## src/rtl/uvs_pkg.sv

```systemverilog
package uvs_pkg;

	localparam int MAX_RINGS        = 64;
	localparam int MAX_SLICES       = 64;
	localparam int SINE_TABLE_DEPTH = 1024;
	localparam int QUEUE_DEPTH      = 2;

	localparam int RADIUS_W  = 16;
	localparam int COUNT_W   = 7;
	localparam int POS_W     = 17;
	localparam int IDX_W     = 13;
	localparam int PHASE_W   = 16;
	localparam int CFG_W     = 16;
	localparam int CFG_IDX_W = 2;

	localparam logic [RADIUS_W-1:0] RADIUS_RST = 16'd1280;
	localparam logic [COUNT_W-1:0]  RING_RST   = 7'd20;
	localparam logic [COUNT_W-1:0]  SLICE_RST  = 7'd20;

	localparam logic [CFG_IDX_W-1:0] REG_RADIUS      = 2'd0;
	localparam logic [CFG_IDX_W-1:0] REG_RING_COUNT  = 2'd1;
	localparam logic [CFG_IDX_W-1:0] REG_SLICE_COUNT = 2'd2;

	localparam logic [PHASE_W-1:0] QUARTER_TURN = 16'd16384;

	localparam longint unsigned Q30_ONE     = 64'd1073741824;
	localparam longint unsigned HALF_PI_Q30 = 64'd1686629713;

	typedef enum logic [1:0] {
		K_TOP  = 2'd0,
		K_BOT  = 2'd1,
		K_RING = 2'd2,
		K_TRI  = 2'd3
	} kind_t;

	typedef struct packed {
		logic [RADIUS_W-1:0] radius;
		logic [COUNT_W-1:0]  ring_count;
		logic [COUNT_W-1:0]  slice_count;
	} cfg_t;

	typedef struct packed {
		kind_t              kind;
		logic [PHASE_W-1:0] theta;
		logic [PHASE_W-1:0] phi;
		logic [IDX_W-1:0]   idx_a;
		logic [IDX_W-1:0]   idx_b;
		logic [IDX_W-1:0]   idx_c;
		logic               last;
	} desc_t;

	typedef struct packed {
		logic             item_kind;
		logic [POS_W-1:0] pos_x;
		logic [POS_W-1:0] pos_y;
		logic [POS_W-1:0] pos_z;
		logic [IDX_W-1:0] index_a;
		logic [IDX_W-1:0] index_b;
		logic [IDX_W-1:0] index_c;
		logic             last;
	} result_t;

	// q1.15 sine of a 32-bit phase, taylor series
	function automatic logic signed [15:0] rom_value(input longint unsigned u);
		longint unsigned quad;
		longint unsigned r;
		longint unsigned y;
		longint unsigned y2;
		longint unsigned t;
		longint unsigned s;
		longint unsigned v;
		quad = (u >> 30) & 64'd3;
		r    = u & (Q30_ONE - 64'd1);
		if ((quad & 64'd1) != 64'd0)
			r = Q30_ONE - r;
		y  = (r * HALF_PI_Q30) >> 30;
		y2 = (y * y) >> 30;
		t  = Q30_ONE;
		t  = Q30_ONE - ((y2 * t) >> 30) / 64'd110;
		t  = Q30_ONE - ((y2 * t) >> 30) / 64'd72;
		t  = Q30_ONE - ((y2 * t) >> 30) / 64'd42;
		t  = Q30_ONE - ((y2 * t) >> 30) / 64'd20;
		t  = Q30_ONE - ((y2 * t) >> 30) / 64'd6;
		s  = (y * t) >> 30;
		v  = (s * 64'd32767 + (64'd1 << 29)) >> 30;
		if (v > 64'd32767)
			v = 64'd32767;
		if ((quad & 64'd2) != 64'd0)
			return 16'(-v);
		return 16'(v);
	endfunction

endpackage

```

## src/rtl/uvs_queue.sv

```systemverilog
module uvs_queue import uvs_pkg::*; #(
	parameter type T     = logic,
	parameter int  Depth = QUEUE_DEPTH
) (
	input  logic clk,
	input  logic arst_n,
	input  logic push,
	input  T     wdata,
	output logic full,
	input  logic pop,
	output T     rdata,
	output logic empty
);

	localparam int PtrW = (Depth > 1) ? $clog2(Depth) : 1;
	localparam int CntW = $clog2(Depth + 1);

	T                mem_q [Depth];
	logic [PtrW-1:0] wptr_q;
	logic [PtrW-1:0] rptr_q;
	logic [CntW-1:0] cnt_q;
	logic            do_push;
	logic            do_pop;

	assign full    = (cnt_q == CntW'(Depth));
	assign empty   = (cnt_q == '0);
	assign do_push = push && !full;
	assign do_pop  = pop && !empty;
	assign rdata   = mem_q[rptr_q];

	always_ff @(posedge clk) begin
		if (do_push)
			mem_q[wptr_q] <= wdata;
	end

	always_ff @(posedge clk or negedge arst_n) begin
		if (!arst_n) begin
			wptr_q <= '0;
			rptr_q <= '0;
			cnt_q  <= '0;
		end else begin
			if (do_push)
				wptr_q <= (wptr_q == PtrW'(Depth - 1)) ? '0 : wptr_q + 1'b1;
			if (do_pop)
				rptr_q <= (rptr_q == PtrW'(Depth - 1)) ? '0 : rptr_q + 1'b1;
			if (do_push && !do_pop)
				cnt_q <= cnt_q + 1'b1;
			else if (do_pop && !do_push)
				cnt_q <= cnt_q - 1'b1;
		end
	end

endmodule

```

## config.mk

```make
export PLATFORM = sky130hd
export DESIGN_NAME = uvs_queue
export DESIGN_NICKNAME = d
export VERILOG_FILES = /design/src/rtl/uvs_pkg.sv /design/src/rtl/uvs_queue.sv
export SDC_FILE = /design/constraint.sdc
export NUM_CORES = 1
export LEC_CHECK = 0
export BUFFER_PORTS_ARGS = -buffer_cell sky130_fd_sc_hd__buf_2
export CORE_AREA = 2 2 39 41
export DETAILED_ROUTE_END_ITERATION = 12
export DIE_AREA = 0 0 41 43
export HOLD_SLACK_MARGIN = 0.12
export PLACE_DENSITY = 0.44
export SKIP_CTS_REPAIR_TIMING = 1
export SYNTH_ARGS = -nofsm -noshare
export SYNTH_HDL_FRONTEND = slang
export SYNTH_SLANG_ARGS = --single-unit
```

## constraint.sdc

```tcl
create_clock -name clk -period 1.7 [get_ports clk]
set_input_delay 0.17 -clock clk [delete_from_list [all_inputs] [get_ports clk]]
set_output_delay 0.17 -clock clk [all_outputs]
set_load 0.02 [all_outputs]
```

# Word level (Yosys, flattened, before mapping)
# Memory sizes are Yosys's and may differ from the RTL's.
# Index checks and enable logic that the tools add are counted.
# word_totals
out_inout_bits	3
reg_bits	4
in_bits	5
memories	1
ram_bits	2
word_cells	25
# op_classes
eq_ne	1
muxes	6
add_sub_neg	4
n_reduce_logical	10
# mem_list
name	depth	word_bits	rd	rd_clocked_by_memory_dff	write_ports	line_no	source
mem_q	2	1	1	0	1	uvs_queue.sv:18	T mem_q [Depth];
# op_table
operator	n
logical AND 1 bit	4
logical NOT 1 bit	4
2-to-1 mux 1 bit	4
2-to-1 mux 2 bit	2
adder 1 bit (second input constant)	2
adder 2 x 1 -> 2 bit (second input constant)	1
equality test 2 bit (second input constant)	1
logical NOT 2 bit	1
nonzero test 2 bit	1
subtractor 2 x 1 -> 2 bit (second input constant)	1

# Longest topological paths before layout
# logic_depth
ltp_word	7
ltp_mapped	7
ltp_nobuf	7

# Worst setup path after synthesis
# No wires, ideal clock.
# synth_path
path_type	flip-flop to flip-flop
start	register cnt_q[0]
end	register cnt_q[1]
path_buffers	0
arrival_ns	1.282
slack_ns	0.339
required_time_ns	1.621
setup_time_ns	0.079
synth_period_minus_slack_ns	1.361
stages_incl_launch_ff	7
cell_sequence	dfrtp_1 -> nand2b_1 -> nand2_1 -> inv_1 -> ha_1 -> nor2_1 -> xor2_1
# synth_between
elab_chain_cells	6
word_cells_on_any_way	15
classes_between	add/sub (2); eq/ne (1); mux (2); reduce/logical (10)
# synth_rtl
item	line_no	source
start: declaration	uvs_queue.sv:21	logic [CntW-1:0] cnt_q;
start signal: assignment	uvs_queue.sv:47	cnt_q <= cnt_q + 1'b1;
start signal: assignment	uvs_queue.sv:49	cnt_q <= cnt_q - 1'b1;
equality test 2 bit / logical NOT 2 bit (equally long branches)	uvs_queue.sv:25, uvs_queue.sv:26	
logical NOT 1 bit, on equally long branches	uvs_queue.sv:27, uvs_queue.sv:28	
logical AND 1 bit, on equally long branches	uvs_queue.sv:27, uvs_queue.sv:28	
logical NOT 1 bit, on equally long branches	uvs_queue.sv:48, uvs_queue.sv:46	
logical AND 1 bit, on equally long branches	uvs_queue.sv:48, uvs_queue.sv:46	
nonzero test 2 bit (no line) / 2-to-1 mux 2 bit (equally long branches)	-	
# Parallel ways exist; a longest one is shown, timed or not. The select of a mux whose other input is x is not followed.
# A chain may end at the register's enable or synchronous reset.

# Final worst setup path
# Ends and elaborated chain as after synthesis.

==> results.ini <==
[clock_network]
cts_root_buf = clkbuf_4
insertion_delay_ns = 0.24
cts_made_buffers = 3
cts_num_sinks = 6
cts_tree = yes
path_clk_slew_ns = 0.05
h-tree-depth = 1
cts_buffer_depth = 2

[logic_synthesis]
syn_area_per_cell_um2 = 12.2
synth_cell_types = 12
synth-seq-area-share_pct = 59.8
syn-num-nets = 28
synthTopCellsByArea = dfrtp_1, edfxtp_1, xnor2_1
ys_ff_latch = 6
yosys.area.top_type = dfrtp_1
yosys_warnings = 0
yosysTopAreaCellShare_pct = 37.4
syn-cell-area_um2 = 268
netlist_instances = 22

[sta]
drv_slew = 0
tightest_slew_ns = 0.220
max-slew-margin-rel_pct = 85.2
setup_violations = 0
timing.final.crit_share_pct = 86.5
rsz0062_at_grt = false
setup_tns_ns = 0
final-hold-violation-count = 0
max_freq_ghz = 0.680
clock_skew_ns = 0.000904
period_needed_ns = 1.47

[critical_path]
critPathMaxFanout = 5
cp_cell_sequence = nand2b_1 -> nand2_1 -> inv_1 -> ha_1 -> xor2_1 -> nor2_1 -> xor2_1
crit_path_end_kind = register
critPathCapture = cnt_q[1]
cp-start-kind = register
cp_common_cell = xor2_1
cp.required_ns = 1.87
timing.rr.end = cnt_q[1]
r2r-start = cnt_q[0]
r2r.worst_path.cells = 7
reg2reg_slack_ns = 0.23
worstSetupStartpoint = cnt_q[0]
slowest_delay_ns = 0.43
arrival_ns = 1.64
critPathSlowestCell = dfrtp_1
critPathKind = reg -> reg

[job]
maxCapViolCount = 0

[floorplan]
row_count = 14
io_pins = 8
die_w_um = 41
core-area_um2 = 1380
die_area_um2 = 1760
fp.dieH_um = 43
start_util_pct = 19.3

[global_routing]
grt_pass1_wl_um = 738
grtUsageTotal_pct = 7.07
grt_pass1_vias = 179
grt_max_degree = 6
grt.overflow.total = 0
antenna_found_initial = 0

[placed_design]
place_area_um2 = 323
place_congestion = 0.584
portBuffers = 7
hpwlAfterDp_um = 372
dp.cells = 45

[power]
p_per_area_nw_per_um2 = 1890
leakage_nw = 0.173
vdd_drop_max_mv = 0.551

[routing]
drtPass1Iterations = 2
drtIter0Drc = 6
vias = 185
wl_per_cell_um = 9.78
vias_per_cell = 3.78
ant_nets = 0
route.detailed.drc = 0
routed_wl_um = 479

[cells_and_area]
drive_above_1_share_pct = 33.3
multiInputGateArea_um2 = 100
fin_cells = 49
synthToLayoutAreaGrowth_pct = 32.7
fin_area_um2 = 355
area.sequential_um2 = 160
final_nets = 41
antenna_cells = 0
nFillCells = 148

[status]
status = finished clean

[hold_path]
min_path_type = in -> reg

-- metrics by stage --
stage          total power, W  util [%]  worst slack, ns  hold WS, ns
2_1_floorplan        0.000474         -            0.339       -0.126
3_3_place_gp         0.000533      23.3            0.260      -0.0216
5_1_grt              0.000726      25.7            0.120        0.130
6_report             0.000673      25.7            0.230        0.134
4_1_cts              0.000684      25.0            0.217       -0.279
3_5_place_dp         0.000548      23.3            0.225      -0.0155
-- routing by layer --
metal  track usage, %  up-vias  wire length [um]
met5                0        -                 0
met4             6.00        0                 0
met3             5.24        0                54
li1                 -       95                 -
met1             8.52       83               214
met2             7.81        7               210
-- report_power, final --
part | internal [W] | switching (W) | total [W] | leakage (nW)
Sequential | 0.000217 | 0.0000578 | 0.000275 | 0.0652
Combinational | 0.000129 | 0.000137 | 0.000267 | 0.0939
Clock | 0.0000799 | 0.0000515 | 0.000131 | 0.0138
Total | 0.000426 | 0.000247 | 0.000673 | 0.173
-- critical path, delay by kind of cell, from the launching register on --
kind / cells / cell delay, ns
xor gates and xnor gates: 2 / 0.28
and+or+nand+nor: 3 / 0.43
buffers and inverters: 1 / 0.06
adders and majority gates: 1 / 0.19
DFF: 1 / 0.43
-- layout by cell type (no fill, tap or decap), drive strengths merged --
cell type,netlist,layout
and3,1,1
buf,0,7
clkbuf,0,3
dfrtp,4,4
dlygate4sd3,0,1
edfxtp,2,2
ha,1,1
inv,2,2
mux2,1,1
nand2,1,1
nand2b,1,1
nor2,3,3
o21ai,1,1
xnor2,3,3
xor2,2,2
-- worst min path at each step --
stage / startpoint / end / slack [ns] / cells past startpoint
after floorplan: arst_n / cnt_q[0] / -0.13 / 0
after global placement: arst_n / rptr_q / -0.02 / 1
after detailed placement: arst_n / rptr_q / -0.02 / 1
after CTS: arst_n / wptr_q / -0.28 / 1
after global routing: wdata / mem_q[1] / 0.13 / 1
final: wdata / mem_q[1] / 0.13 / 1
-- sequential cells by signal, indices dropped and copies added, names as in the netlist --
| register | count |
|---|---|
| cnt_q | 2 |
| wptr_q | 1 |
| rptr_q | 1 |
| mem_q | 2 |
-- layout make-up --
class                      count  share of cell area (%)
clock buffer                   3                    6.34
inverter                       2                    2.11
multi-input combinational     14                    28.2
sequential                     6                    45.1
tap                           16                    5.63
timing repair buffer           8                    12.7
-- cell families (layout without fill, tap and decap cells) --
group	count (synthesis)	count (layout)	share of synthesized area, %
and+or+nand+nor	6	6	10.3
DFF	6	6	59.8
adders and majority gates	1	1	4.67
AOI/OAI and AO/OA	1	1	1.87
muxes	1	1	4.21
buffers and inverters	2	13	2.80
xor gates and xnor gates	5	5	16.4
-- cell usage after synthesis (all sizes together) --
| library cell | n |
|---|---|
| nand2b | 1 |
| edfxtp | 2 |
| xnor2 | 3 |
| xor2 | 2 |
| o21ai | 1 |
| dfrtp | 4 |
| nand2 | 1 |
| ha | 1 |
| mux2 | 1 |
| inv | 2 |
| and3 | 1 |
| nor2 | 3 |
Power figures use the tool's default switching activity.
