$ cat src/rtl/uvs_pkg.sv
package uvs_pkg;

	localparam int MAX_RINGS        = 64;
	localparam int MAX_SLICES       = 64;
	localparam int SINE_TABLE_DEPTH = 1024;
	localparam int QUEUE_DEPTH      = 2;

	localparam int RADIUS_W  = 16;
	localparam int COUNT_W   = 7;
	localparam int POS_W     = 17;
	localparam int IDX_W     = 13;
	localparam int PHASE_W   = 16;
	localparam int CFG_W     = 16;
	localparam int CFG_IDX_W = 2;

	localparam logic [RADIUS_W-1:0] RADIUS_RST = 16'd1280;
	localparam logic [COUNT_W-1:0]  RING_RST   = 7'd20;
	localparam logic [COUNT_W-1:0]  SLICE_RST  = 7'd20;

	localparam logic [CFG_IDX_W-1:0] REG_RADIUS      = 2'd0;
	localparam logic [CFG_IDX_W-1:0] REG_RING_COUNT  = 2'd1;
	localparam logic [CFG_IDX_W-1:0] REG_SLICE_COUNT = 2'd2;

	localparam logic [PHASE_W-1:0] QUARTER_TURN = 16'd16384;

	localparam longint unsigned Q30_ONE     = 64'd1073741824;
	localparam longint unsigned HALF_PI_Q30 = 64'd1686629713;

	typedef enum logic [1:0] {
		K_TOP  = 2'd0,
		K_BOT  = 2'd1,
		K_RING = 2'd2,
		K_TRI  = 2'd3
	} kind_t;

	typedef struct packed {
		logic [RADIUS_W-1:0] radius;
		logic [COUNT_W-1:0]  ring_count;
		logic [COUNT_W-1:0]  slice_count;
	} cfg_t;

	typedef struct packed {
		kind_t              kind;
		logic [PHASE_W-1:0] theta;
		logic [PHASE_W-1:0] phi;
		logic [IDX_W-1:0]   idx_a;
		logic [IDX_W-1:0]   idx_b;
		logic [IDX_W-1:0]   idx_c;
		logic               last;
	} desc_t;

	typedef struct packed {
		logic             item_kind;
		logic [POS_W-1:0] pos_x;
		logic [POS_W-1:0] pos_y;
		logic [POS_W-1:0] pos_z;
		logic [IDX_W-1:0] index_a;
		logic [IDX_W-1:0] index_b;
		logic [IDX_W-1:0] index_c;
		logic             last;
	} result_t;

	// q1.15 sine of a 32-bit phase, taylor series
	function automatic logic signed [15:0] rom_value(input longint unsigned u);
		longint unsigned quad;
		longint unsigned r;
		longint unsigned y;
		longint unsigned y2;
		longint unsigned t;
		longint unsigned s;
		longint unsigned v;
		quad = (u >> 30) & 64'd3;
		r    = u & (Q30_ONE - 64'd1);
		if ((quad & 64'd1) != 64'd0)
			r = Q30_ONE - r;
		y  = (r * HALF_PI_Q30) >> 30;
		y2 = (y * y) >> 30;
		t  = Q30_ONE;
		t  = Q30_ONE - ((y2 * t) >> 30) / 64'd110;
		t  = Q30_ONE - ((y2 * t) >> 30) / 64'd72;
		t  = Q30_ONE - ((y2 * t) >> 30) / 64'd42;
		t  = Q30_ONE - ((y2 * t) >> 30) / 64'd20;
		t  = Q30_ONE - ((y2 * t) >> 30) / 64'd6;
		s  = (y * t) >> 30;
		v  = (s * 64'd32767 + (64'd1 << 29)) >> 30;
		if (v > 64'd32767)
			v = 64'd32767;
		if ((quad & 64'd2) != 64'd0)
			return 16'(-v);
		return 16'(v);
	endfunction

endpackage

$ cat src/rtl/uvs_front.sv
module uvs_front import uvs_pkg::*; #(
	parameter int MaxRings  = MAX_RINGS,
	parameter int MaxSlices = MAX_SLICES
) (
	input  logic  clk,
	input  logic  arst_n,
	input  cfg_t  cfg,
	input  logic  push,
	input  logic  restart,
	output logic  full,
	output logic  desc_push,
	output desc_t desc,
	input  logic  desc_full
);

	localparam int RingW    = $clog2(MaxRings + 2);
	localparam int SliceW   = $clog2(MaxSlices + 1);
	localparam int MaxDiv   = (MaxRings + 1 > MaxSlices) ? MaxRings + 1 : MaxSlices;
	localparam int DivW     = $clog2(MaxDiv + 1);
	localparam int DivSteps = 17;
	localparam int StepCntW = $clog2(DivSteps);

	typedef enum logic [5:0] {
		ST_TOP  = 6'b000001,
		ST_RING = 6'b000010,
		ST_BOT  = 6'b000100,
		ST_TFAN = 6'b001000,
		ST_QUAD = 6'b010000,
		ST_BFAN = 6'b100000
	} stage_t;

	stage_t              stage_q, stage_cur, stage_n;
	logic [RingW-1:0]    ring_q, ring_n, cur_ring;
	logic [SliceW-1:0]   slice_q, slice_n, cur_slice;
	logic                pair_q, pair_n;
	logic [PHASE_W-1:0]  sstep_q, rstep_q;
	logic [RingW-1:0]    r_eff;
	logic [SliceW-1:0]   s_eff;
	logic [RingW:0]      r_plus1;
	logic [RingW:0]      ring_inc;
	logic [SliceW:0]     slice_inc;
	logic                accept;

	logic                busy_q;
	logic [StepCntW-1:0] cnt_q;
	logic [DivW-1:0]     srem_q, rrem_q, sdiv_q, rdiv_q, srem_n, rrem_n;
	logic [16:0]         squo_q, rquo_q, squo_n, rquo_n;
	logic [DivW:0]       strial, rtrial;

	logic [IDX_W-1:0]    s13, r13, c13, k13, p13, cb13, l13, pole13;

	assign accept = push && !full;
	assign full   = busy_q || desc_full;

	always_comb begin
		if (cfg.ring_count == '0)
			r_eff = RingW'(1);
		else if (int'(cfg.ring_count) > MaxRings)
			r_eff = RingW'(MaxRings);
		else
			r_eff = RingW'(cfg.ring_count);
		if (int'(cfg.slice_count) < 3)
			s_eff = SliceW'(3);
		else if (int'(cfg.slice_count) > MaxSlices)
			s_eff = SliceW'(MaxSlices);
		else
			s_eff = SliceW'(cfg.slice_count);
	end

	assign r_plus1   = {1'b0, r_eff} + 1'b1;
	assign stage_cur = restart ? ST_TOP : stage_q;
	assign cur_ring  = restart ? '0 : ring_q;
	assign cur_slice = restart ? '0 : slice_q;
	assign ring_inc  = {1'b0, cur_ring} + 1'b1;
	assign slice_inc = {1'b0, cur_slice} + 1'b1;

	assign s13    = IDX_W'(s_eff);
	assign r13    = IDX_W'(r_eff);
	assign c13    = IDX_W'(cur_slice);
	assign k13    = IDX_W'(cur_ring);
	assign p13    = IDX_W'(1) + IDX_W'((k13 - IDX_W'(1)) * s13);
	assign cb13   = IDX_W'(1) + IDX_W'(k13 * s13);
	assign l13    = IDX_W'(1) + IDX_W'((r13 - IDX_W'(1)) * s13);
	assign pole13 = IDX_W'(r13 * s13) + IDX_W'(1);

	always_comb begin
		stage_n = stage_cur;
		ring_n  = cur_ring;
		slice_n = cur_slice;
		pair_n  = restart ? 1'b0 : pair_q;
		desc    = '0;
		unique case (stage_cur)
			ST_RING: begin
				desc.kind  = K_RING;
				desc.theta = PHASE_W'(PHASE_W'(cur_ring) * rstep_q);
				desc.phi   = PHASE_W'((PHASE_W'(s_eff) - PHASE_W'(cur_slice)) * sstep_q);
				slice_n    = SliceW'(slice_inc);
				if (slice_inc >= {1'b0, s_eff}) begin
					slice_n = '0;
					ring_n  = RingW'(ring_inc);
					if (ring_inc > {1'b0, r_eff})
						stage_n = ST_BOT;
				end
			end
			ST_BOT: begin
				desc.kind = K_BOT;
				stage_n   = ST_TFAN;
				slice_n   = '0;
			end
			ST_TFAN: begin
				desc.kind = K_TRI;
				if (slice_inc < {1'b0, s_eff}) begin
					desc.idx_a = c13 + IDX_W'(2);
					desc.idx_b = c13 + IDX_W'(1);
				end else begin
					desc.idx_a = IDX_W'(1);
					desc.idx_b = s13;
				end
				slice_n = SliceW'(slice_inc);
				if (slice_inc >= {1'b0, s_eff}) begin
					slice_n = '0;
					ring_n  = RingW'(1);
					pair_n  = 1'b0;
					stage_n = (r_eff > RingW'(1)) ? ST_QUAD : ST_BFAN;
				end
			end
			ST_QUAD: begin
				desc.kind = K_TRI;
				if (slice_inc < {1'b0, s_eff}) begin
					if (!pair_n) begin
						desc.idx_a = p13 + c13;
						desc.idx_b = p13 + c13 + IDX_W'(1);
						desc.idx_c = cb13 + c13;
					end else begin
						desc.idx_a = cb13 + c13 + IDX_W'(1);
						desc.idx_b = cb13 + c13;
						desc.idx_c = p13 + c13 + IDX_W'(1);
					end
				end else begin
					if (!pair_n) begin
						desc.idx_a = p13;
						desc.idx_b = cb13 + s13 - IDX_W'(1);
						desc.idx_c = p13 + s13 - IDX_W'(1);
					end else begin
						desc.idx_a = p13 + s13;
						desc.idx_b = cb13 + s13 - IDX_W'(1);
						desc.idx_c = p13;
					end
				end
				if (!pair_n) begin
					pair_n = 1'b1;
				end else begin
					pair_n  = 1'b0;
					slice_n = SliceW'(slice_inc);
					if (slice_inc >= {1'b0, s_eff}) begin
						slice_n = '0;
						ring_n  = RingW'(ring_inc);
						if (ring_inc >= {1'b0, r_eff})
							stage_n = ST_BFAN;
					end
				end
			end
			ST_BFAN: begin
				desc.kind = K_TRI;
				if (slice_inc < {1'b0, s_eff}) begin
					desc.idx_a = l13 + c13;
					desc.idx_b = l13 + c13 + IDX_W'(1);
					desc.idx_c = pole13;
					slice_n    = SliceW'(slice_inc);
				end else begin
					desc.idx_a = l13;
					desc.idx_b = pole13;
					desc.idx_c = l13 + s13 - IDX_W'(1);
					desc.last  = 1'b1;
					stage_n    = ST_TOP;
					slice_n    = '0;
					ring_n     = '0;
					pair_n     = 1'b0;
				end
			end
			default: begin
				desc.kind = K_TOP;
				stage_n   = ST_RING;
				ring_n    = RingW'(1);
				slice_n   = '0;
				pair_n    = 1'b0;
			end
		endcase
	end

	assign desc_push = accept;

	// restoring division for the two angle steps, one quotient bit per cycle
	always_comb begin
		strial = {srem_q, squo_q[16]};
		rtrial = {rrem_q, rquo_q[16]};
		if (strial >= {1'b0, sdiv_q}) begin
			srem_n = DivW'(strial - {1'b0, sdiv_q});
			squo_n = {squo_q[15:0], 1'b1};
		end else begin
			srem_n = DivW'(strial);
			squo_n = {squo_q[15:0], 1'b0};
		end
		if (rtrial >= {1'b0, rdiv_q}) begin
			rrem_n = DivW'(rtrial - {1'b0, rdiv_q});
			rquo_n = {rquo_q[15:0], 1'b1};
		end else begin
			rrem_n = DivW'(rtrial);
			rquo_n = {rquo_q[15:0], 1'b0};
		end
	end

	always_ff @(posedge clk or negedge arst_n) begin
		if (!arst_n) begin
			stage_q <= ST_TOP;
			ring_q  <= '0;
			slice_q <= '0;
			pair_q  <= 1'b0;
			sstep_q <= '0;
			rstep_q <= '0;
			busy_q  <= 1'b0;
			cnt_q   <= '0;
			srem_q  <= '0;
			rrem_q  <= '0;
			sdiv_q  <= '0;
			rdiv_q  <= '0;
			squo_q  <= '0;
			rquo_q  <= '0;
		end else begin
			if (accept) begin
				stage_q <= stage_n;
				ring_q  <= ring_n;
				slice_q <= slice_n;
				pair_q  <= pair_n;
			end
			if (accept && restart) begin
				busy_q <= 1'b1;
				cnt_q  <= '0;
				srem_q <= '0;
				rrem_q <= '0;
				sdiv_q <= DivW'(s_eff);
				rdiv_q <= DivW'(r_plus1);
				squo_q <= 17'd65536 + 17'(s_eff >> 1);
				rquo_q <= 17'd32768 + 17'(r_plus1 >> 1);
			end else if (busy_q) begin
				srem_q <= srem_n;
				rrem_q <= rrem_n;
				squo_q <= squo_n;
				rquo_q <= rquo_n;
				cnt_q  <= cnt_q + 1'b1;
				if (cnt_q == StepCntW'(DivSteps - 1)) begin
					busy_q  <= 1'b0;
					sstep_q <= squo_n[15:0];
					rstep_q <= rquo_n[15:0];
				end
			end
		end
	end

	a_restart_top: assert property (@(posedge clk) disable iff (!arst_n)
		(accept && restart) |-> (desc_push && desc.kind == K_TOP))
		else $error("restart did not issue the top pole");

	a_restart_busy: assert property (@(posedge clk) disable iff (!arst_n)
		(accept && restart) |=> (busy_q && full))
		else $error("step division not started on restart");

endmodule

$ cat config.mk
export PLATFORM = sky130hd
export DESIGN_NAME = uvs_front
export DESIGN_NICKNAME = d
export VERILOG_FILES = /design/src/rtl/uvs_pkg.sv /design/src/rtl/uvs_front.sv
export SDC_FILE = /design/constraint.sdc
export NUM_CORES = 1
export LEC_CHECK = 0
export ABC_CLOCK_PERIOD_IN_PS = 9100
export BUFFER_PORTS_ARGS = -buffer_cell sky130_fd_sc_hd__buf_2
export CAP_MARGIN = 20
export CORE_MARGIN = 1.5
export CORE_UTILIZATION = 30
export DETAILED_ROUTE_END_ITERATION = 16
export PLACE_DENSITY_LB_ADDON = 0.08
export SYNTH_ARGS = -nofsm -noshare
export SYNTH_HDL_FRONTEND = slang
export SYNTH_SLANG_ARGS = --single-unit
$ cat constraint.sdc
create_clock -name clk -period 9.1 [get_ports clk]
set_input_delay 0.91 -clock clk [delete_from_list [all_inputs] [get_ports clk]]
set_output_delay 0.91 -clock clk [all_outputs]
set_load 0.005 [all_outputs]
## After elaboration in Yosys (flattened, before gate mapping)

Index checks and enable logic that the tools add are counted.

| storage, ports and cells | value |
|---|---|
| flip-flop bits (word level) | 121 |
| logic and storage cells | 134 |

| operators by class | value |
|---|---|
| eq/ne operators | 6 |
| $lt $le $gt $ge | 10 |
| $add $sub $neg | 29 |
| multiplexer cells | 58 |
| bitwise logic cells | 1 |
| multipliers | 6 |
| reduce and logical (&&, ||, !) cells | 10 |

Operators with widths:

| kind | number |
|---|---|
| 39-bit two-way mux | 4 |
| 7-bit two-way mux | 19 |
| 13-bit by 7-bit adder with 13-bit output | 6 |
| 26-bit one-hot mux with 3 select lines | 1 |
| 17-bit two-way mux | 4 |
| 6-bit two-way mux | 9 |
| 13-bit by 1-bit adder with 13-bit output (second input constant) | 4 |
| 1-bit by 13-bit adder with 13-bit output (first input constant) | 3 |
| 13-bit by 1-bit subtractor with 13-bit output (second input constant) | 3 |
| 7-bit one-hot mux with 5 select lines | 1 |
| 7-bit by 1-bit adder with 8-bit output (second input constant) | 4 |
| 8-bit by 7-bit >= comparator with 1-bit output | 4 |
| 32-bit two-way mux | 1 |
| 6-bit one-hot mux with 5 select lines | 1 |
| 7-bit by 7-bit multiplier with 13-bit output | 2 |
| 8-bit by 8-bit multiplier with 13-bit output | 2 |
| 13-bit one-hot mux with 2 select lines | 1 |
| 21-bit two-way mux | 1 |
| 7-bit one-hot mux with 3 select lines | 1 |
| 16-bit by 7-bit adder with 17-bit output (first input constant) | 1 |
| 17-bit by 6-bit adder with 17-bit output (first input constant) | 1 |
| 7-bit by 16-bit multiplier with 16-bit output | 1 |
| 8-bit by 16-bit multiplier with 16-bit output | 1 |
| 7-bit by 1-bit subtractor with 8-bit output (second input constant) | 2 |
| 28 further kinds | 43 |

## Depth between registers and ports, before layout

| depth | value |
|---|---|
| word-level depth | 10 |
| depth in mapped cells | 32 |

## Worst setup path after synthesis

No wires, ideal clock.

| timing | value |
|---|---|
| path kind | input port to output port |
| start | input port cfg[5] (netlist name) |
| end | output port desc[55] (netlist name) |
| path buffers | 2 |
| cell stages on the path | 29 |
| arrival time | 7.882 ns |
| required time | 8.190 ns |
| path slack | 0.308 ns |
| cells stage by stage | nor4_2 -> nor2_1 -> nor2_2 -> inv_1 -> clkbuf_1 -> clkbuf_1 -> ha_1 -> fa_1 -> nor2b_1 -> o21ai_0 -> nand2b_1 -> a21o_1 -> a21oi_1 -> xnor2_1 -> nand2_1 -> fa_1 -> fa_1 -> fa_1 -> inv_1 -> fa_1 -> ha_1 -> nor2b_1 -> o21a_1 -> o311a_1 -> o21a_1 -> o21a_1 -> o41ai_1 -> xnor3_1 -> nor2_1 |

RTL lines:

| element | line | source |
|---|---|---|
| start: declaration | uvs_front.sv:7 | `input cfg_t cfg,` |
| end: declaration | uvs_front.sv:12 | `output desc_t desc,` |

==> impl_metrics.py <==
metrics = {
    "yosys": {
        "avgSynthCellArea_um2": 7.98,
        "yosysTopAreaCell": "fa_1",
        "synth_common_cells": "inv_1 (433), nor2_1 (329), nand2_1 (326), ha_1 (293), fa_1 (242)",
        "netlist_instances": 3140,
        "synthTopCellsByArea": "fa_1 (19%), ha_1 (15%), dfrtp_1 (12%)",
        "netlist.area_leader.share_pct": 19.3,
        "yosysSeqAreaShare_pct": 12.1,
        "yosysMostFrequentCell": "inv_1",
        "ys_ff_latch": 121,
        "synth_ff_type": "dfrtp_1",
        "synth-warning-count": 0,
        "syn_area_um2": 25100,
        "ys_types": 87,
        "synth_edf_count": 0,
        "async_flop_share_pct": 100,
    },
    "power_and_ir_drop": {
        "p_per_area_nw_per_um2": 322,
        "vdd_ir_drop_max_mv": 0.488,
        "leakagePower_nw": 13.7,
        "total_power_mw": 9.07,
    },
    "routing": {
        "vias": 22200,
        "wl_um": 88300,
        "via_per_inst": 5.10,
        "antenna_left": 0,
        "dr.pass1.iters": 5,
        "drc": 0,
        "wl_per_cell_um": 20.3,
        "drtIter0Drc": 1821,
    },
    "sta": {
        "setup_tns_ns": 0,
        "tightest_slew_ns": 0.939,
        "finalSetupViolations": 0,
        "fin_crit_ns": 8.68,
        "post-route-period-util_pct": 95.4,
        "skew_ns": 0.00885,
        "final_hold_viol_count": 0,
        "slew_headroom_pct": 36.9,
        "fmax_mhz": 115,
        "drv_slew": 0,
        "rsz0062_at_grt": "no",
    },
    "die": {
        "start_util_pct": 30.4,
        "fp.coreArea_um2": 82400,
        "rows": 105,
        "top_level_ports": 111,
        "die_w_um": 292,
        "die_height_um": 292,
        "dieArea_um2": 85300,
    },
    "setup_path": {
        "cp-start-kind": "input port",
        "critical_path_required_ns": 8.19,
        "critPathMostFrequentCell": "ha_1",
        "r2r_slack_ns": 4.25,
        "slowest_stage": "or4_1",
        "critPathMaxFanout": 11,
        "cp-end-kind": "primary output",
        "cp.arrival_ns": 7.77,
        "max_stage_delay_ns": 0.54,
        "critPathKind": "input port to primary output",
    },
    "finish": {
        "nets": 3837,
        "final_util_pct": 34.2,
        "diodes": 0,
        "layout-drive-gt1-share_pct": 10.2,
        "syn_to_final_growth_pct": 12.4,
    },
    "global_routing": {
        "antenna_found_initial": 1,
        "grt_pass1_vias": 22500,
        "grt_pass1_wl_um": 136000,
        "grtUsageTotal_pct": 20.7,
        "grt_max_degree": 73,
        "overflow": 0,
    },
    "clock_network": {
        "ctsRootBufferMaster": "clkbuf_16",
        "numClockSinks": 121,
        "cts_tree": "built",
        "cts_buffers": 17,
        "insertion_delay_ns": 0.43,
        "clock_path_buffers": 2,
        "cts_max_level": 4,
        "clk_pin_slew_worst_paths_ns": 0.06,
    },
    "run": {
        "drv_cap": 0,
    },
    "run_status": {
        "status": "finished clean",
    },
    "min_path": {
        "hp-class": "register to register",
    },
    "placed_design": {
        "port_buffers": 94,
        "dpl.hpwl_um": 71800,
        "gp_congestion": 0.905,
    },
}
==> cells by family after synthesis <==
| family | after synthesis | share of synthesized area (%) |
|---|---|---|
| AND/OR/NAND/NOR | 1053 | 19.6 |
| AO/OA/AOI/OAI | 570 | 15.0 |
| buffers and inverters | 567 | 8.50 |
| adder cells (fa/ha/maj) | 535 | 34.0 |
| XOR/XNOR | 238 | 8.52 |
| flip-flops | 121 | 12.1 |
| multiplexers | 54 | 2.32 |
| other | 2 | 0.0300 |
==> power by group <==
part	internal (mW)	switching, mW	leakage, nW	total [mW]
combinational	3.04	4.25	11.8	7.30
clock	0.467	0.267	0.299	0.735
sequential	0.753	0.278	1.54	1.03
==> state kept, by name (all words and copies together), names as in the netlist <==
signal and flops:
rquo_q 17, squo_q 17, rstep_q 16, sstep_q 16, rdiv_q 7, ring_q 7, rrem_q 7, sdiv_q 7
slice_q 7, srem_q 7, stage_q 6, cnt_q 5, busy_q 1, pair_q 1
==> what timing repair did <==
action,4_1_cts,5_1_grt
hold buffers,0,0
endpoints found under the setup margin,0,6
gates resized for setup,0,14
buffers inserted,0,0
hold endpoints to repair,0,0
==> critical path, delay by kind of cell <==
family	cells	cell delay, ns
AO/OA/AOI/OAI	9	1.43
XOR/XNOR	1	0.28
adder cells (fa/ha/maj)	7	2.75
buffers and inverters	7	0.94
multiplexers	1	0.30
AND/OR/NAND/NOR	4	1.15
==> placed cells by master, fill, tap and decap left out, types with 7 or more instances in the layout <==
cell type and count:
fa_1 242, o22ai_1 14, o21ai_0 156, a22oi_1 7
a221o_1 10, o31ai_1 8, buf_4 127, dfrtp_1 118
xor2_1 71, and3_1 15, nand2b_1 45, mux2i_1 22
a32o_1 9, or2_2 7, a31oi_1 10, and2_1 87
o211ai_1 34, clkbuf_16 17, a221oi_1 7, o221ai_1 12
xnor2_1 157, nand2_1 324, nor2_1 327, conb_1 17
a211oi_1 37, a21oi_1 126, nor2b_1 59, nand3_1 44
o21bai_1 10, nor3_1 57, or3_1 15, o21a_1 26
mux2_2 32, ha_1 293, a21o_1 32, buf_2 93
inv_1 433, nand4_1 24
==> through the flow <==
| stage | std cells | area (um2) | worst slack (ns) | hold WS [ns] |
|---|---|---|---|---|
| after floorplan | 3155 | 25100 | 0.308 | 0.449 |
| after global placement | 4318 | 27500 | 0.282 | 0.462 |
| after detailed placement | 4318 | 27500 | 0.188 | 0.467 |
| after CTS | 4350 | 28100 | 0.171 | 0.480 |
| after global routing | 4350 | 28200 | 0.00614 | 0.512 |
| final | 4350 | 28200 | 0.420 | 0.478 |
==> per-layer routing <==
| metal | wire [um] | up-vias | GRT usage, % |
|---|---|---|---|
| met4 | 2220 | 2 | 5.70 |
| met1 | 41100 | 10900 | 28.8 |
| met5 | 15 | - | 0 |
| li1 | - | 10600 | - |
| met2 | 41000 | 561 | 33.9 |
| met3 | 3940 | 75 | 2.34 |
==> area by class of cell <==
class                           count  area [um2]
Fill cell                        8762       54200
Tap cell                         1070        1340
Inverter                          439        1650
Multi-Input combinational cell   2467       20100
Sequential cell                   121        3030
Clock buffer                       18         439
Clock inverter                     14         195
Timing Repair Buffer              221        1440
==> worst paths after layout <==
check                                             from                 endpoint  depth (start not counted)
worst max-delay path                           restart                 desc[13]                         29
worst min-delay path             rdiv_q[2]$_DFFE_PN0P_    rdiv_q[2]$_DFFE_PN0P_                          1
worst max register to register  slice_q[2]$_DFFE_PN0P_    ring_q[0]$_DFFE_PN0P_                         16
worst min register to register   rdiv_q[2]$_DFFE_PN0P_    rdiv_q[2]$_DFFE_PN0P_                          1
max in group asynchronous                       arst_n    ring_q[0]$_DFFE_PN0P_                          2
min in group asynchronous                       arst_n  rstep_q[13]$_DFFE_PN0P_                          1
Power figures use the tool's default switching activity.
